**config.mk**
```make
export PLATFORM = sky130hd
export DESIGN_NAME = snx3_ram
export DESIGN_NICKNAME = d
export VERILOG_FILES = /design/src/snx3_ram.sv
export SDC_FILE = /design/constraint.sdc
export NUM_CORES = 2
export LEC_CHECK = 0
export ABC_AREA = 0
export BUFFER_PORTS_ARGS = -buffer_cell sky130_fd_sc_hd__clkbuf_2
export CAP_MARGIN = 20
export CELL_PAD_IN_SITES_DETAIL_PLACEMENT = 1
export CELL_PAD_IN_SITES_GLOBAL_PLACEMENT = 2
export CORE_MARGIN = 2
export CORE_UTILIZATION = 45
export CTS_CLUSTER_DIAMETER = 150
export CTS_CLUSTER_SIZE = 14
export DETAILED_ROUTE_END_ITERATION = 16
export GPL_ROUTABILITY_DRIVEN = 0
export PLACE_DENSITY = 0.75
export SLEW_MARGIN = 20
export SYNTH_ARGS = -nofsm -noshare
export SYNTH_HDL_FRONTEND = slang
export SYNTH_SLANG_ARGS = --single-unit
export TNS_END_PERCENT = 10
```
**constraint.sdc**
```tcl
create_clock -name clk -period 4.4 [get_ports clk]
set_clock_uncertainty 0.15 [all_clocks]
set_input_delay 0.88 -clock clk [delete_from_list [all_inputs] [get_ports clk]]
set_output_delay 0.88 -clock clk [all_outputs]
set_load 0.03 [all_outputs]
```
**src/snx3_ram.sv**
```systemverilog
// Generic single-port synchronous RAM with registered read data.
// Standalone; instanced by simplex_noise_3d for the permutation copies.
module snx3_ram #(
  parameter int WIDTH = 8,
  parameter int DEPTH = 512
) (
  input  logic                     clk,
  input  logic                     en,
  input  logic                     we,
  input  logic [$clog2(DEPTH)-1:0] addr,
  input  logic [WIDTH-1:0]         wdata,
  output logic [WIDTH-1:0]         rdata
);

  logic [WIDTH-1:0] mem [DEPTH];

  // Write has priority; a read updates rdata only when enabled
  always_ff @(posedge clk) begin
    if (we) begin
      mem[addr] <= wdata;
    end else if (en) begin
      rdata <= mem[addr];
    end
  end

endmodule

```
==> results_dict.tcl <==
set metrics [dict create \
    outcome "complete, but fails checks" \
    p_switching_mw 16.3 \
    synth_flop_cell "edfxtp_1" \
    overflow 0 \
    finalNetCount 8934 \
    areaGrowthSynthToFinish_pct 15.6 \
    drc 0 \
    synth_common_cells "4,104 x edfxtp_1, 854 x mux4_2, 600 x nor2_1" \
    ys_async_sr_fraction_pct 0 \
    violations "negative setup slack" \
    dieWidth_microns 599 \
    die_height_microns 599 \
    final_area_sq_mm 0.184 \
    cts_resized 0 \
    worst-r2r-setup-slack_ns 0.33 \
    hold_path.class "in2reg" \
    post_cts_buffers 0 \
    track_usage_pct 28.1 \
    dp_cells 13300 \
    clkSinkCount 4104 \
    ys_ff_latch 4104 \
    syn-instance-count 7680 \
    drv_cap 0 \
    die-area_sq_mm 0.359 \
    p_seq_share_pct 57.8 \
    synth-edff-count 4104 \
    synth_cell_type_count 77 \
    finalWirelength_mm 503 \
    min_period_ns 4.42 \
    cts_max_level 5 \
    cp.required_ns 4.94 \
    cp_data_arrival_time_ns 4.95 \
    setup-violations-final 1 \
    syn-num-nets 7700 \
    antenna_found_initial 33 \
    initial_core_util_pct 45.2 \
    crit_type "in2reg" \
    wl_per_cell_microns 36.8 \
    worstSetupStartpointType "input pin" \
    yosys.area.top_type "edfxtp_1" \
    syn_avg_cell_area_sq_um 20.7 \
    ios 28 \
    synth.top_cell.area_share_pct 77.4 \
    setup_slack_ns -0.0184 \
    clkPwrFrac_pct 36.2 \
    fin_crit_sh_pct 100 \
    cp_max_fo 23 \
    place_area_sq_mm 0.175 \
    cts.path.max_buffers 4 \
    finalMaxSlewViolations 0 \
    coreArea_sq_mm 0.352 \
    first_pass_iters 8 \
    synth_area_sq_mm 0.159 \
    synth_seq_area_share_pct 77.4 \
    clk_latency_ns 0.97 \
    worstMarginPinSlew_ns 1.17 \
    cts_inserted_buffers 331 \
    end_kind "flop" \
    rsz0062_at_grt "false" \
    tns_ns -0.0184 \
    r2r-end "rdata[7]" \
    worstReg2RegStart "mem[71][7]" \
    synth_warnings 0 \
    ctsHoldBuffers 0 \
    cellInternalPower_mw 58.2 \
    dp_slack_ns -0.899 \
    worstHoldPathCells 1 \
    grt_max_degree 157 \
    vias_per_cell 6.35 \
    slew_headroom_pct 21.8 \
    min_to "mem[340][7]" \
    swShare_pct 21.9 \
    hold_violations 0 \
    io_buffers 27 \
    grt_pass1_wl_mm 709 \
    peakVddDrop_v 0.000376 \
    tritoncts "built" \
    hpwl_mm 333 \
    power_density_mw_per_mm2 405 \
    grt_pass1_vias 89300 \
    r2r_cells 9 \
    yosysMostFrequentCell "edfxtp_1" \
    pwr-share-comb_pct 6.0 \
    max_freq_mhz 226 \
    drive_gt1_share_pct 30.4 \
    vias 86900 \
    drt-initial-drc-count 12500 \
    min_from "wdata[7]" \
    p_leak_nw 59.4 \
    drtAntennaViolNets 0 \
    fin_util_pct 52.3 \
    clkTransAtPathRegs_ns 0.07 \
    fin_cells 13700 \
    core.rowCount 218 \
    netlist_top_cells_area "edfxtp_1 77%, mux4_2 12%, mux2i_1 2.6%" \
    clock-root-buffer "clkbuf_16" \
]
-- through the flow --
stage               hold slack [ns]  power, mW
floorplan                     0.672       45.8
global placement              0.937       48.2
detailed placement            0.952       48.3
CTS                          0.0833       74.8
global route                  0.138       76.2
finish                        0.154       74.5
-- registers in the layout, indices dropped and copies added, names as in the netlist --
signal  count
mem      4096
rdata       8
-- power by group through the flow --
stage / Sequential, mW / Clock [mW] / Combinational, mW
after floorplan: 43.9 / 0 / 1.90
after global placement: 43.9 / 0 / 4.30
after detailed placement: 43.9 / 0 / 4.43
after CTS: 43.1 / 27.3 / 4.44
after global routing: 43.0 / 28.5 / 4.61
final: 43.1 / 27.0 / 4.49
-- worst max-delay path: stages --
cell	delay [ns]
buf_12	0.26
buf_12	0.24
buf_12	0.23
mux2i_1	0.40
o22ai_1	0.18
or4_1	0.43
a221oi_1	0.72
buf_4	0.23
a211oi_1	0.15
nor4_2	0.82
buf_4	0.24
nand4_1	0.09
-- placed cells by master, fill, tap and decap left out, types with 6 or more instances in the layout --
| cell type | instances |
|---|---|
| edfxtp_1 | 4104 |
| buf_4 | 1215 |
| mux4_2 | 854 |
| nor2_1 | 597 |
| mux2i_1 | 416 |
| clkbuf_16 | 336 |
| buf_12 | 149 |
| a22oi_1 | 139 |
| nand2_1 | 135 |
| o22ai_1 | 126 |
| a21oi_1 | 104 |
| o21ai_0 | 97 |
| nand4_1 | 79 |
| nand3_1 | 67 |
| mux2_2 | 51 |
| a31oi_1 | 43 |
| a211oi_1 | 30 |
| a22o_1 | 29 |
| nor3_1 | 28 |
| a221oi_1 | 23 |
| a32oi_1 | 17 |
| and3_1 | 16 |
| nand3_4 | 16 |
| nor4_1 | 15 |
| clkbuf_2 | 14 |
| diode_2 | 13 |
| a211o_1 | 13 |
| nor2b_1 | 12 |
| o211ai_1 | 10 |
| clkinv_8 | 10 |
| buf_8 | 10 |
| or4_1 | 9 |
| o221ai_1 | 8 |
| inv_6 | 7 |
| o2111ai_1 | 7 |
| and4_1 | 7 |
| a41oi_1 | 6 |
| a2111oi_0 | 6 |
-- cell type report --
class,instances,area [sq um]
Antenna cell,13,32.5
Clock buffer,337,8410
Clock inverter,19,295
Fill cell,31300,168000
Inverter,6,30.0
Multi-Input combinational cell,3083,33900
Sequential cell,4104,123000
Tap cell,4730,5920
Timing Repair Buffer,1388,12300
-- layer usage --
| metal | vias up | track usage, % | wire [microns] |
|---|---|---|---|
| met4 | 12 | 12.1 | 25100 |
| met1 | 46600 | 38.9 | 193000 |
| li1 | 34200 | - | - |
| met2 | 5064 | 43.8 | 235000 |
| met3 | 952 | 5.45 | 50300 |
| met5 | - | 0 | 210 |
-- how the worst max path moves through the flow --
stage	from	endpoint	slack, ns	cells past startpoint
after floorplan	addr[1]	rdata[3]	0.73	11
after global placement	addr[1]	rdata[7]	-1.16	12
after detailed placement	addr[0]	rdata[6]	-0.90	11
after CTS	addr[0]	rdata[6]	0.09	11
after global routing	addr[1]	rdata[1]	0.08	13
final	addr[1]	rdata[7]	-0.02	12
-- cells by family after synthesis --
group           synth area share [%]
flops                           77.4
mux                             15.0
simple gates                    2.97
compound gates                  3.02
buf+inv                         1.61
No activity file was read; power rests on OpenSTA's default activity.
